File: config.mk
export PLATFORM = sky130hd
export DESIGN_NAME = semitone_pitch_shift_resampler
export DESIGN_NICKNAME = d
export VERILOG_FILES = /design/src/sv/sps_pkg.sv /design/src/sv/semitone_pitch_shift_resampler.sv
export SDC_FILE = /design/constraint.sdc
export NUM_CORES = 1
export LEC_CHECK = 0
export BUFFER_PORTS_ARGS = -buffer_cell sky130_fd_sc_hd__buf_2
export CORE_MARGIN = 3
export CORE_UTILIZATION = 35
export DETAILED_ROUTE_END_ITERATION = 6
export SLEW_MARGIN = 20
export SYNTH_ARGS = -nofsm -noshare
export SYNTH_HDL_FRONTEND = slang
export SYNTH_SLANG_ARGS = --single-unit
File: constraint.sdc
create_clock -name clk -period 7.1 [get_ports clk]
set_input_delay 0.355 -clock clk [delete_from_list [all_inputs] [get_ports clk]]
set_output_delay 0.355 -clock clk [all_outputs]
set_load 0.01 [all_outputs]
File: src/sv/sps_pkg.sv
// Package for the semitone pitch-shift resampler: register codes, types and the ratio table.
package sps_pkg;

  // Configuration register indexes
  localparam logic CFG_SEMITONE_SHIFT = 1'b0;
  localparam logic CFG_OUTPUT_LIMIT   = 1'b1;

  localparam int SAMPLE_W  = 16;
  localparam int LIMIT_W   = 16;
  localparam int SHIFT_W   = 5;
  localparam int RATIO_LUT_W = 18;
  localparam int INT_W     = 18;   // integer bits of the read position

  localparam logic signed [SHIFT_W-1:0] SHIFT_MIN = -5'sd12;
  localparam logic signed [SHIFT_W-1:0] SHIFT_MAX = 5'sd12;
  localparam logic [SHIFT_W-1:0]        SHIFT_BIAS = 5'd12;

  localparam logic [LIMIT_W-1:0] LIMIT_RESET = 16'hFFFF;

  // One pending result beat
  typedef struct packed {
    logic [SAMPLE_W-1:0] sample;
    logic                run_last;
    logic                limit_hit;
  } res_t;

  // 2^(n/12) in Q2.16, indexed by n+12
  function automatic logic [RATIO_LUT_W-1:0] ratio_lut(input logic [SHIFT_W-1:0] sel);
    logic [RATIO_LUT_W-1:0] r;
    unique case (sel)
      5'd0:  r = 18'd32768;
      5'd1:  r = 18'd34716;
      5'd2:  r = 18'd36780;
      5'd3:  r = 18'd38967;
      5'd4:  r = 18'd41285;
      5'd5:  r = 18'd43740;
      5'd6:  r = 18'd46341;
      5'd7:  r = 18'd49097;
      5'd8:  r = 18'd52016;
      5'd9:  r = 18'd55109;
      5'd10: r = 18'd58386;
      5'd11: r = 18'd61858;
      5'd12: r = 18'd65536;
      5'd13: r = 18'd69433;
      5'd14: r = 18'd73562;
      5'd15: r = 18'd77936;
      5'd16: r = 18'd82570;
      5'd17: r = 18'd87480;
      5'd18: r = 18'd92682;
      5'd19: r = 18'd98193;
      5'd20: r = 18'd104032;
      5'd21: r = 18'd110218;
      5'd22: r = 18'd116772;
      5'd23: r = 18'd123715;
      5'd24: r = 18'd131072;
      default: r = 18'd65536;
    endcase
    return r;
  endfunction

endpackage

File: src/sv/semitone_pitch_shift_resampler.sv
// Top level of the nearest-neighbor semitone pitch-shift resampler.
//
// Takes one 16-bit sample beat per cycle while in_tready is high and emits zero, one or
// two copies of it, stepping a fixed-point read position by 2^(n/12) per output beat
// (n = the configured shift, clamped to -12..+12). All results of a sample are worked out
// in the cycle the sample is accepted (two chained position adds) and parked in a
// two-entry output queue, so a sample is taken every cycle while each yields at most one
// beat and out_tready stays high; a sample that yields two beats holds the port until
// both leave: at most one beat per sample at pitch-up or unity, up to two at pitch-down.
// in_tready is high when the queue is empty, or holds one beat that leaves in the same
// cycle. tlast on the input ends a clip: position and counters return to zero after its
// outputs. Outputs stop once output_limit beats have been produced in a clip; samples
// past MAX_CLIP_SAMPLES in one clip give none. Register writes apply from the next sample.
module semitone_pitch_shift_resampler #(
  parameter int FRACTION_BITS    = 16,
  parameter int MAX_CLIP_SAMPLES = 65536
) (
  input  logic        clk,
  input  logic        rst_n,
  // config write port
  input  logic        cfg_we,
  input  logic        cfg_index,
  input  logic [15:0] cfg_wdata,
  // input stream
  input  logic        in_tvalid,
  output logic        in_tready,
  input  logic [15:0] in_tdata,   // [15:0] in_sample
  input  logic        in_tlast,   // clip_end
  // output stream
  output logic        out_tvalid,
  input  logic        out_tready,
  output logic [15:0] out_tdata,  // [15:0] out_sample
  output logic        out_tlast,  // run_last
  output logic        out_tuser   // [0] limit_hit
);

  localparam int POS_W = FRACTION_BITS + sps_pkg::INT_W;
  localparam int RAT_W = FRACTION_BITS + 2;
  localparam int RSH   = 24 - FRACTION_BITS;
  localparam int IDX_W = $clog2(MAX_CLIP_SAMPLES + 1);
  localparam logic [IDX_W-1:0] IDX_MAX = IDX_W'(MAX_CLIP_SAMPLES);

  // config registers
  logic signed [sps_pkg::SHIFT_W-1:0] shift_r;
  logic [sps_pkg::LIMIT_W-1:0]        limit_r;

  // clip state
  logic [POS_W-1:0]            pos_r, pos_nxt;
  logic [IDX_W-1:0]            idx_r, idx_nxt;
  logic [sps_pkg::LIMIT_W-1:0] prod_r, prod_nxt;

  // output queue, slot 0 is the head
  sps_pkg::res_t slot0_r, slot1_r;
  logic [1:0]    cnt_r;

  logic in_acc, out_acc;
  assign in_acc  = in_tvalid & in_tready;
  assign out_acc = out_tvalid & out_tready;

  always_ff @(posedge clk) begin
    if (!rst_n) begin
      shift_r <= '0;
      limit_r <= sps_pkg::LIMIT_RESET;
    end else if (cfg_we) begin
      unique case (cfg_index)
        sps_pkg::CFG_SEMITONE_SHIFT: shift_r <= cfg_wdata[sps_pkg::SHIFT_W-1:0];
        sps_pkg::CFG_OUTPUT_LIMIT:   limit_r <= cfg_wdata[sps_pkg::LIMIT_W-1:0];
        default: ;
      endcase
    end
  end

  // step ratio: clamp, table, rescale to FRACTION_BITS
  logic signed [sps_pkg::SHIFT_W-1:0] shift_cl;
  logic [sps_pkg::SHIFT_W-1:0]        tab_sel;
  logic [sps_pkg::RATIO_LUT_W+7:0]    rat_wide;
  logic [RAT_W-1:0]                   ratio;
  logic [POS_W-1:0]                   ratio_ext;

  always_comb begin
    priority if (shift_r < sps_pkg::SHIFT_MIN) shift_cl = sps_pkg::SHIFT_MIN;
    else if (shift_r > sps_pkg::SHIFT_MAX)     shift_cl = sps_pkg::SHIFT_MAX;
    else                                       shift_cl = shift_r;
  end

  assign tab_sel   = shift_cl + sps_pkg::SHIFT_BIAS;
  assign rat_wide  = {sps_pkg::ratio_lut(tab_sel), 8'd0} >> RSH;
  assign ratio     = rat_wide[RAT_W-1:0];
  assign ratio_ext = {{(POS_W-RAT_W){1'b0}}, ratio};

  // both candidate outputs of this sample
  logic [sps_pkg::INT_W-1:0]   idx_ext;
  logic [POS_W-1:0]            pos1, pos2;
  logic [sps_pkg::LIMIT_W-1:0] prod1, prod2;
  logic                        in_range, c0, c1, hit0, hit1;

  assign idx_ext  = {{(sps_pkg::INT_W-IDX_W){1'b0}}, idx_r};
  assign in_range = idx_r < IDX_MAX;
  assign pos1     = pos_r + ratio_ext;
  assign pos2     = pos1 + ratio_ext;
  assign prod1    = prod_r + 1'b1;
  assign prod2    = prod_r + 2'd2;

  assign c0   = in_range && (pos_r[POS_W-1:FRACTION_BITS] == idx_ext) && (prod_r < limit_r);
  assign c1   = c0 && (pos1[POS_W-1:FRACTION_BITS] == idx_ext) && (prod1 < limit_r);
  assign hit0 = prod1 == limit_r;
  assign hit1 = prod2 == limit_r;

  always_comb begin
    pos_nxt  = pos_r;
    idx_nxt  = idx_r;
    prod_nxt = prod_r;
    if (in_tlast) begin
      pos_nxt  = '0;
      idx_nxt  = '0;
      prod_nxt = '0;
    end else begin
      if (in_range) idx_nxt = idx_r + 1'b1;
      if (c1) begin
        pos_nxt  = pos2;
        prod_nxt = prod2;
      end else if (c0) begin
        pos_nxt  = pos1;
        prod_nxt = prod1;
      end
    end
  end

  always_ff @(posedge clk) begin
    if (!rst_n) begin
      pos_r  <= '0;
      idx_r  <= '0;
      prod_r <= '0;
    end else if (in_acc) begin
      pos_r  <= pos_nxt;
      idx_r  <= idx_nxt;
      prod_r <= prod_nxt;
    end
  end

  // queue: accept only when it will be empty after this cycle's pop
  assign in_tready = (cnt_r == 2'd0) || ((cnt_r == 2'd1) && out_tready);

  always_ff @(posedge clk) begin
    if (!rst_n) begin
      cnt_r <= '0;
    end else if (in_acc) begin
      cnt_r <= {1'b0, c0} + {1'b0, c1};
    end else if (out_acc) begin
      cnt_r <= cnt_r - 1'b1;
    end
  end

  always_ff @(posedge clk) begin
    if (in_acc) begin
      slot0_r <= '{sample: in_tdata, run_last: ~c1, limit_hit: hit0};
      slot1_r <= '{sample: in_tdata, run_last: 1'b1, limit_hit: hit1};
    end else if (out_acc) begin
      slot0_r <= slot1_r;
    end
  end

  assign out_tvalid = cnt_r != 2'd0;
  assign out_tdata  = slot0_r.sample;
  assign out_tlast  = slot0_r.run_last;
  assign out_tuser  = slot0_r.limit_hit;

`ifndef SYNTH
  a_cnt_max: assert property (@(posedge clk) disable iff (!rst_n) cnt_r != 2'd3)
    else $error("output queue overfilled");

  a_acc_drained: assert property (@(posedge clk) disable iff (!rst_n)
    in_acc |-> (cnt_r == 2'd0) || (cnt_r == 2'd1 && out_acc))
    else $error("sample accepted over pending beats");

  a_clip_clear: assert property (@(posedge clk) disable iff (!rst_n)
    in_acc && in_tlast |=> pos_r == '0 && idx_r == '0 && prod_r == '0)
    else $error("clip state not cleared after clip end");

  a_idx_sat: assert property (@(posedge clk) disable iff (!rst_n) idx_r <= IDX_MAX)
    else $error("input index past saturation");
`endif

endmodule

==> flow_metrics.env, run 1 <==
export IMPL_layout_common_cells="nand2_1, dfxtp_1, o21ai_0, a21oi_1, ha_1"
export IMPL_clkTransAtPathRegs_ns=0.07
export IMPL_skew_ns=0.00840
export IMPL_postCtsSetupBuffers=0
export IMPL_hpwl_um=20800
export IMPL_core_mm2=0.0279
export IMPL_hold_class="in2reg"
export IMPL_swShare=0.417
export IMPL_power_switching_mw=1.35
export IMPL_track_usage=0.184
export IMPL_syn_num_nets=1377
export IMPL_ys_seq_area_frac=0.287
export IMPL_crit_fanout=49
export IMPL_finalCritPeriodShare=0.917
export IMPL_critical_path_buf_inv_count=3
export IMPL_synth_top_area_frac=0.181
export IMPL_max_stage_delay_ns=0.51
export IMPL_cts_buffers=17
export IMPL_hold_viol=0
export IMPL_rsz0062_at_grt="no"
export IMPL_grt_pass1_wl_um=46200
export IMPL_setup_tns_ns=0
export IMPL_cp_common_cell="ha_1"
export IMPL_overflow=0
export IMPL_fin_crit_ns=6.51
export IMPL_setup_viol=0
export IMPL_diodes=0
export IMPL_final_setup_worst_slack_ns=0.586
export IMPL_cp_data_required_time_ns=7.46
export IMPL_cp_top_family="simple AND/OR/NAND/NOR gates"
export IMPL_cp_data_arrival_time_ns=6.87
export IMPL_viasPerCell=5.47
export IMPL_max_freq_mhz=154
export IMPL_cts_tree="built"
export IMPL_drt_iter0_drc=902
export IMPL_avgRoutedWirePerCell_um=16.7
export IMPL_synth_seq_cells=125
export IMPL_synth_largest_area_cell="dfxtp_1"
export IMPL_pwr_share_seq=0.293
export IMPL_holdBufCountCts=0
export IMPL_ys_async_sr_fraction=0
export IMPL_slew_headroom=0.388
export IMPL_netlist_area_mm2=0.00993
export IMPL_grt_pass1_vias=8857
export IMPL_synth_edf_count=35
export IMPL_end_kind="flop"
export IMPL_synth_area_per_cell_um2=7.93
export IMPL_syn_inst=1253
export IMPL_cp_start_kind="flop"
export IMPL_synth_area_top_cells="dfxtp_1, edfxtp_1, ha_1"
export IMPL_worst_slew_pin_slew_ns=0.917
export IMPL_die_y_um=174
export IMPL_drv_cap=0
export IMPL_pwr_share_clk=0.272
export IMPL_routabilityCongestion=0.967
export IMPL_ir_drop_uv=192
export IMPL_first_pass_iters=5
export IMPL_cts_buffer_depth=2
export IMPL_synth_cell_types=72
export IMPL_cts_resized_gates=0
export IMPL_die_width_um=174
export IMPL_p_leak_nw=4.62
export IMPL_layout_commonest_cell="nand2_1"
export IMPL_htreeDepth=4
export IMPL_io_pins=59
export IMPL_path_cells="o21ai_0, ha_1, or2_2, inv_1, ha_1, o21ai_0, or3_1, o21ai_1, ha_1, a211oi_1, o21a_1, a2bb2oi_1, buf_4, a31oi_1, and2_1, or3b_2, nor4_4, buf_12, nand4_2, or4_1, nand3_1"
export IMPL_synth_ff_type="dfxtp_1"
export IMPL_clock_sinks=125
export IMPL_critPathKind="reg2reg"
export IMPL_slew_viol_final=0
export IMPL_area_growth_pct=13.2
export IMPL_drt_wl_total_um=28000
export IMPL_row_count=61
export IMPL_cts_root_buf="clkbuf_16"
export IMPL_final_layout_size_suffix_gt1_frac=0.104
export IMPL_yosysWarnings=0
export IMPL_placement_io_buffers=58
export IMPL_worst_path_max_delay_cell="or3b_2"
export IMPL_start_util=0.357
export IMPL_nNetsFinal=1412
export IMPL_vias=9179
export IMPL_p_int_mw=1.88
export IMPL_drtAntennaViolNets=0
export IMPL_dieArea_mm2=0.0304
export IMPL_place_ws_ns=0.455
export IMPL_stdcell_count=1679
export IMPL_antenna_found_initial=0
export IMPL_dp_cells=1647
export IMPL_drcViolationCount=0
export IMPL_worstSkewPairLatency_ns=0.42
export IMPL_power_density_mw_per_mm2=288
export IMPL_status="complete, no violations"
export IMPL_grt_max_degree=50
export IMPL_combinationalPowerShare=0.435
[path summary, 6_finish.rpt]
path,from,endpoint,slack (ns),depth (start not counted)
hold reg to reg,pos_r[9]$_SDFFE_PN0P_,pos_r[9]$_SDFFE_PN0P_,0.48,2
setup / recovery,shift_r[3]$_SDFFE_PN0P_,pos_r[31]$_SDFFE_PN0P_,0.59,21
setup reg to reg,shift_r[3]$_SDFFE_PN0P_,pos_r[31]$_SDFFE_PN0P_,0.59,21
hold / removal,in_tdata[7],slot1_r[9]$_DFFE_PP_,0.12,1
[cell type report]
type / count / area, um2
clock buffers: 17 / 425
clock inverters: 15 / 165
multi-input cells: 1007 / 6630
fillers: 2826 / 16600
repair buffers: 86 / 513
inverters: 51 / 191
well taps: 378 / 473
flip-flops and latches: 125 / 2850
[sequential cells by signal, indices dropped and copies added, names as in the netlist]
signal	flops
slot1_r	17
pos_r	34
out_tuser	1
shift_r	5
out_tdata	16
prod_r	16
out_tlast	1
cnt_r	2
limit_r	16
idx_r	17
[cells in the mapped netlist, drive strengths merged, types with 6 or more instances]
cell,n
o22ai,8
o21ai,93
a21boi,7
nand2,175
clkbuf,59
a21o,11
and2,19
dfxtp,90
nand2b,7
a31oi,13
buf,11
or3,10
nand4,27
nor3b,8
edfxtp,35
nand3,44
and3,14
ha,83
nor2,83
mux2i,28
nor4,11
o21bai,10
nor3,29
a22o,6
o211ai,24
inv,50
o21a,6
a211oi,10
xnor2,77
a21oi,83
xor2,42
[metrics by stage]
stage | power, mW | hold WS, ns | area [um2] | util
after detailed placement | 2.36 | 0.459 | 10600 | 0.382
after global routing | 3.45 | 0.0963 | 11200 | 0.404
after CTS | 3.25 | 0.0981 | 11200 | 0.403
after global placement | 2.34 | 0.451 | 10600 | 0.382
final | 3.23 | 0.117 | 11200 | 0.404
after floorplan | 1.97 | 0.432 | 9930 | -
[power by group through the flow]
stage | combinational [mW] | sequential, mW | clock (mW)
floorplan | 1.01 | 0.965 | 0
CTS | 1.40 | 0.949 | 0.901
detailed placement | 1.39 | 0.964 | 0
finish | 1.41 | 0.949 | 0.879
global placement | 1.38 | 0.960 | 0
global route | 1.56 | 0.960 | 0.931
[logic make-up after synthesis]
family	Yosys count	synth area share
AO/OA/AOI/OAI	318	0.201
XOR/XNOR	119	0.105
adder cells (fa/ha/maj)	85	0.109
buffers and inverters	121	0.0480
flip-flops	125	0.287
multiplexers	30	0.0305
AND/OR/NAND/NOR	455	0.220
[layer usage]
layer | vias to the layer above | wire length (um) | GRT usage
met4 | 0 | 491 | 0.0563
met5 | - | 0 | 0
li1 | 4587 | - | -
met2 | 284 | 13000 | 0.303
met3 | 27 | 1570 | 0.0251
met1 | 4281 | 13000 | 0.251
(Power assumes the default switching activity.)
==> inputs of run 2 (changes only) <==
--- a/config.mk
+++ b/config.mk
@@ -9,6 +9,7 @@
 export CORE_MARGIN = 3
 export CORE_UTILIZATION = 35
 export DETAILED_ROUTE_END_ITERATION = 6
+export GPL_TIMING_DRIVEN = 0
 export SLEW_MARGIN = 20
 export SYNTH_ARGS = -nofsm -noshare
 export SYNTH_HDL_FRONTEND = slang
==> run 2 against run 1 <==
Clock-buffer cell count unchanged; utilization rose by 1.2 points; routed wire length is 8.7% higher; via count rose by 3.7%; first-iteration DRC count down 14%; largest cell class unchanged; highest routed layer unchanged.
==> flow_metrics.env, run 2 (synthesis gave the netlist of run 1 again) <==
export IMPL_hold_class="in2reg"
export IMPL_layout_commonest_cell="nand2_1"
export IMPL_track_usage=0.198
export IMPL_end_kind="flop"
export IMPL_ir_drop_uv=178
export IMPL_slew_viol_final=0
export IMPL_diodes=0
export IMPL_worstRegToRegCells=28
export IMPL_area_growth_pct=16.6
export IMPL_hold_slack_ns=0.108
export IMPL_clkTransAtPathRegs_ns=0.07
export IMPL_slew_headroom=0.502
export IMPL_fin_crit_ns=6.81
export IMPL_hpwl_um=22700
export IMPL_setup_viol=0
export IMPL_drcViolationCount=0
export IMPL_drtAntennaViolNets=0
export IMPL_holdBufCountCts=0
export IMPL_status="complete, no violations"
export IMPL_multi_input_area_mm2=0.00685
export IMPL_drv_cap=0
export IMPL_cp_data_required_time_ns=7.43
export IMPL_worst_path_max_delay_cell="or3b_2"
export IMPL_grt_pass1_vias=9140
export IMPL_clock_sinks=125
export IMPL_reg2reg_setup_slack_ns=0.29
export IMPL_io_pins=59
export IMPL_cp_common_cell="buf_4"
export IMPL_viasPerCell=5.52
export IMPL_crit_fanout=11
export IMPL_cts_tree="built"
export IMPL_nNetsFinal=1456
export IMPL_r2r_end="cnt_r[0]$_SDFFE_PN0P_"
export IMPL_drt_wl_total_um=30400
export IMPL_htreeDepth=4
export IMPL_hold_viol=0
export IMPL_top_regs="pos_r x34, idx_r x17, slot1_r x17"
export IMPL_hold_depth=1
export IMPL_finalCritPeriodShare=0.960
export IMPL_power_density_mw_per_mm2=289
export IMPL_cts_root_buf="clkbuf_16"
export IMPL_placement_io_buffers=58
export IMPL_dieArea_mm2=0.0304
export IMPL_worstHoldEndpoint="slot1_r[5]$_DFFE_PP_"
export IMPL_avgRoutedWirePerCell_um=17.7
export IMPL_vias=9518
export IMPL_max_stage_delay_ns=0.50
export IMPL_drt_iter0_drc=772
export IMPL_skew_ns=0.00815
export IMPL_grt_pass1_wl_um=48600
export IMPL_max_freq_mhz=147
export IMPL_largest_register="pos_r"
export IMPL_worst_slew_pin_slew_ns=0.747
export IMPL_cp_data_arrival_time_ns=7.14
export IMPL_row_count=61
export IMPL_grt_max_degree=27
export IMPL_final_layout_size_suffix_gt1_frac=0.123
export IMPL_regArea_mm2=0.00285
export IMPL_setup_tns_ns=0
export IMPL_antenna_found_initial=0
export IMPL_first_pass_iters=6
export IMPL_die_y_um=174
export IMPL_cp_start_kind="flop"
export IMPL_largest_reg_flops=34
export IMPL_p_leak_nw=4.69
export IMPL_stdcell_count=1723
export IMPL_critPathKind="reg2reg"
export IMPL_start_util=0.357
export IMPL_hp_start="in_tdata[3]"
export IMPL_die_width_um=174
export IMPL_routabilityCongestion=0.939
export IMPL_cts_buffer_depth=2
export IMPL_core_mm2=0.0279
export IMPL_layout_common_cells="nand2_1, dfxtp_1, o21ai_0, nor2_1, ha_1"
export IMPL_rr_startpoint="shift_r[2]$_SDFFE_PN0P_"
export IMPL_cts_buffers=17
export IMPL_nFillCells=2846
export IMPL_overflow=0
export IMPL_startpoint="shift_r[2]$_SDFFE_PN0P_"
export IMPL_worstSkewPairLatency_ns=0.43
export IMPL_rsz0062_at_grt="no"
export IMPL_dp_cells=1689
[run 2: area by class of cell]
class,count,area share
Sequential cell,125,0.246
Multi-Input combinational cell,1007,0.591
Clock buffer,17,0.0367
Inverter,51,0.0165
Timing Repair Buffer,66,0.0302
Clock inverter,15,0.0127
Buffer,64,0.0251
Tap cell,378,0.0408
[run 2: power breakdown]
part / switching [mW] / internal, mW / total, mW
registers: 0.0649 / 0.876 / 0.941
logic: 0.971 / 0.560 / 1.53
clock network: 0.407 / 0.466 / 0.872
[run 2: what timing repair did]
action | 4_1_cts | 5_1_grt
buffers inserted | 3 | 5
setup endpoints to repair | 52 | 52
resized for setup | 36 | 45
pin swaps | 2 | 9
[run 2: stage by stage]
| step | area (um2) | util | setup WS, ns | total power, mW |
|---|---|---|---|---|
| final | 11600 | 0.416 | 0.286 | 3.34 |
| after global routing | 11600 | 0.416 | 0.0220 | 3.56 |
| after CTS | 11400 | 0.409 | 0.00870 | 3.32 |
| after detailed placement | 10700 | 0.384 | -1.52 | 2.41 |
| after global placement | 10700 | 0.384 | -1.60 | 2.39 |
| after floorplan | 9930 | - | 0.397 | 1.97 |
[run 2: worst max path at each step]
stage                                   to  slack (ns)
CTS                 pos_r[30]$_SDFFE_PN0P_       0.009
global placement     cnt_r[0]$_SDFFE_PN0P_       -1.60
finish               cnt_r[0]$_SDFFE_PN0P_        0.29
global route        pos_r[31]$_SDFFE_PN0P_        0.02
floorplan           pos_r[31]$_SDFFE_PN0P_        0.40
detailed placement   cnt_r[0]$_SDFFE_PN0P_       -1.52
[run 2: layer usage]
layer,up-vias,track usage,wire length [um]
li1,4666,-,-
met1,4518,0.266,13900
met2,299,0.325,14100
met3,35,0.0323,1790
met4,0,0.0613,617
met5,-,0,0
[run 2: critical path: cells and delay by family (launching register included)]
| family | cells | cell delay, ns |
|---|---|---|
| fa+ha+maj | 4 | 1.18 |
| compound gates | 6 | 1.22 |
| xor+xnor | 1 | 0.22 |
| buf+inv | 8 | 1.73 |
| flops | 1 | 0.35 |
| simple gates | 9 | 2.01 |
==> inputs of run 3 (changes only) <==
==> constraint.sdc (replaced) <==
create_clock -name clk -period 5.5 [get_ports clk]
set_input_delay 0.275 -clock clk [delete_from_list [all_inputs] [get_ports clk]]
set_output_delay 0.275 -clock clk [all_outputs]
set_load 0.01 [all_outputs]
==> run 3 against run 2 <==
The flow now finishes with violations (negative setup slack); setup slack lost 0.66 ns; via count grew 5.3%; clock-buffer cell count is the same; combinational power grew 80%; first-iteration DRC count grew 10%; power grew 53%; maximum frequency grew 16%; global-route usage grew 0.80 points; register-to-register slack lost 0.66 ns; worst hold slack lost 0.071 ns; sequential share of layout area shrank 3.2 points; sequential cell count is the same.
==> flow_metrics.env, run 3 (synthesis gave the netlist of run 1 again) <==
export IMPL_viasPerCell=5.55
export IMPL_setup_viol=52
export IMPL_power_density_mw_per_mm2=385
export IMPL_cp_data_arrival_time_ns=6.16
export IMPL_first_pass_iters=5
export IMPL_drv_cap=0
export IMPL_final_util=0.478
export IMPL_p_leak_nw=5.36
export IMPL_start_util=0.357
export IMPL_cts_buffer_depth=2
export IMPL_cts_root_buf="clkbuf_16"
export IMPL_finalCritPeriodShare=1.07
export IMPL_violations="negative setup slack"
export IMPL_grt_pass1_wl_um=50600
export IMPL_final_setup_worst_slack_ns=-0.376
export IMPL_rsz0062_at_grt="yes"
export IMPL_layout_commonest_cell="nand2_1"
export IMPL_cts_tree="built"
export IMPL_end_kind="flop"
export IMPL_drt_iter0_drc=852
export IMPL_cp_data_required_time_ns=5.79
export IMPL_worst_path_max_delay_cell="or3b_4"
export IMPL_die_width_um=174
export IMPL_fin_crit_ns=5.88
export IMPL_avgRoutedWirePerCell_um=17.9
export IMPL_cp_top_family="buffers and inverters"
export IMPL_slew_viol_final=0
export IMPL_crit_fanout=10
export IMPL_p_total_mw=5.13
export IMPL_max_freq_mhz=170
export IMPL_vias=10019
export IMPL_cts_buffers=17
export IMPL_overflow=0
export IMPL_worst_slew_pin_slew_ns=0.737
export IMPL_dieArea_mm2=0.0304
export IMPL_largest_reg_flops=34
export IMPL_status="finished with violations"
export IMPL_die_y_um=174
export IMPL_critPathKind="reg2reg"
export IMPL_nNetsFinal=1538
export IMPL_track_usage=0.206
export IMPL_grt_pass1_vias=9624
export IMPL_worstSkewPairLatency_ns=0.43
export IMPL_row_count=61
export IMPL_ir_drop_uv=220
export IMPL_cp_start_kind="flop"
export IMPL_skew_ns=0.0135
export IMPL_routabilityCongestion=0.932
export IMPL_hold_viol=0
export IMPL_final_layout_size_suffix_gt1_frac=0.252
export IMPL_layout_common_cells="nand2_1, dfxtp_1, buf_4, nor2_1, xnor2_1"
export IMPL_place_ws_ns=-1.36
export IMPL_placement_io_buffers=58
export IMPL_hold_class="in2reg"
export IMPL_grt_max_degree=27
export IMPL_largest_register="pos_r"
export IMPL_clkTransAtPathRegs_ns=0.07
export IMPL_diodes=0
export IMPL_clock_sinks=125
export IMPL_max_stage_delay_ns=0.41
export IMPL_io_pins=59
export IMPL_drtAntennaViolNets=0
export IMPL_hpwl_um=22700
export IMPL_drt_wl_total_um=32300
export IMPL_slew_headroom=0.509
export IMPL_critical_path_buf_inv_count=10
export IMPL_htreeDepth=4
export IMPL_top_regs="pos_r x34, idx_r x17, slot1_r x17"
export IMPL_antenna_found_initial=0
export IMPL_area_growth_pct=34.1
export IMPL_drcViolationCount=0
export IMPL_core_mm2=0.0279
## run 3: what timing repair did
action	4_1_cts	5_1_grt
buffers inserted	70	21
gates cloned	3	0
pin swaps	54	46
hold buffers	0	0
resized for setup	144	62
setup endpoints to repair	52	52
## run 3: final timing paths
check	to	start	cells after the start	slack [ns]
max	pos_r[10]$_SDFFE_PN0P_	shift_r[2]$_SDFFE_PN0P_	27	-0.38
min	slot1_r[4]$_DFFE_PP_	in_tdata[2]	1	0.04
max reg2reg	pos_r[10]$_SDFFE_PN0P_	shift_r[2]$_SDFFE_PN0P_	27	-0.38
min reg2reg	pos_r[14]$_SDFFE_PN0P_	pos_r[14]$_SDFFE_PN0P_	2	0.48
## run 3: layout make-up
type                       instances  area, um2
buffer                            60        417
clock buffer                      17        425
clock inverter                    15        170
fill                            2611      14500
inverter                          51        194
multi-input combinational       1007       7720
sequential                       125       2860
tap                              378        473
timing repair buffer             152       1060
## run 3: routing by layer
layer	vias up	track usage	wire, um
li1	4839	-	-
met1	4754	0.269	14000
met2	358	0.336	15100
met3	68	0.0382	2070
met4	0	0.0791	1070
met5	-	0	0
## run 3: report_power, final
part	internal [mW]	switching (mW)	total (mW)
combinational	1.25	1.52	2.76
sequential	1.13	0.0877	1.22
clock	0.611	0.536	1.15
## run 3: per-stage QoR
stage | setup TNS [ns] | hold WS (ns) | std cells | cell area, um2
after floorplan | -1.23 | 0.374 | 1253 | 10300
after global placement | -60.73 | 0.444 | 1689 | 11000
after detailed placement | -61.86 | 0.453 | 1689 | 11000
after CTS | -4.93 | 0.0265 | 1786 | 12900
after global routing | -18.40 | 0.0247 | 1805 | 13300
final | -11.03 | 0.0370 | 1805 | 13300
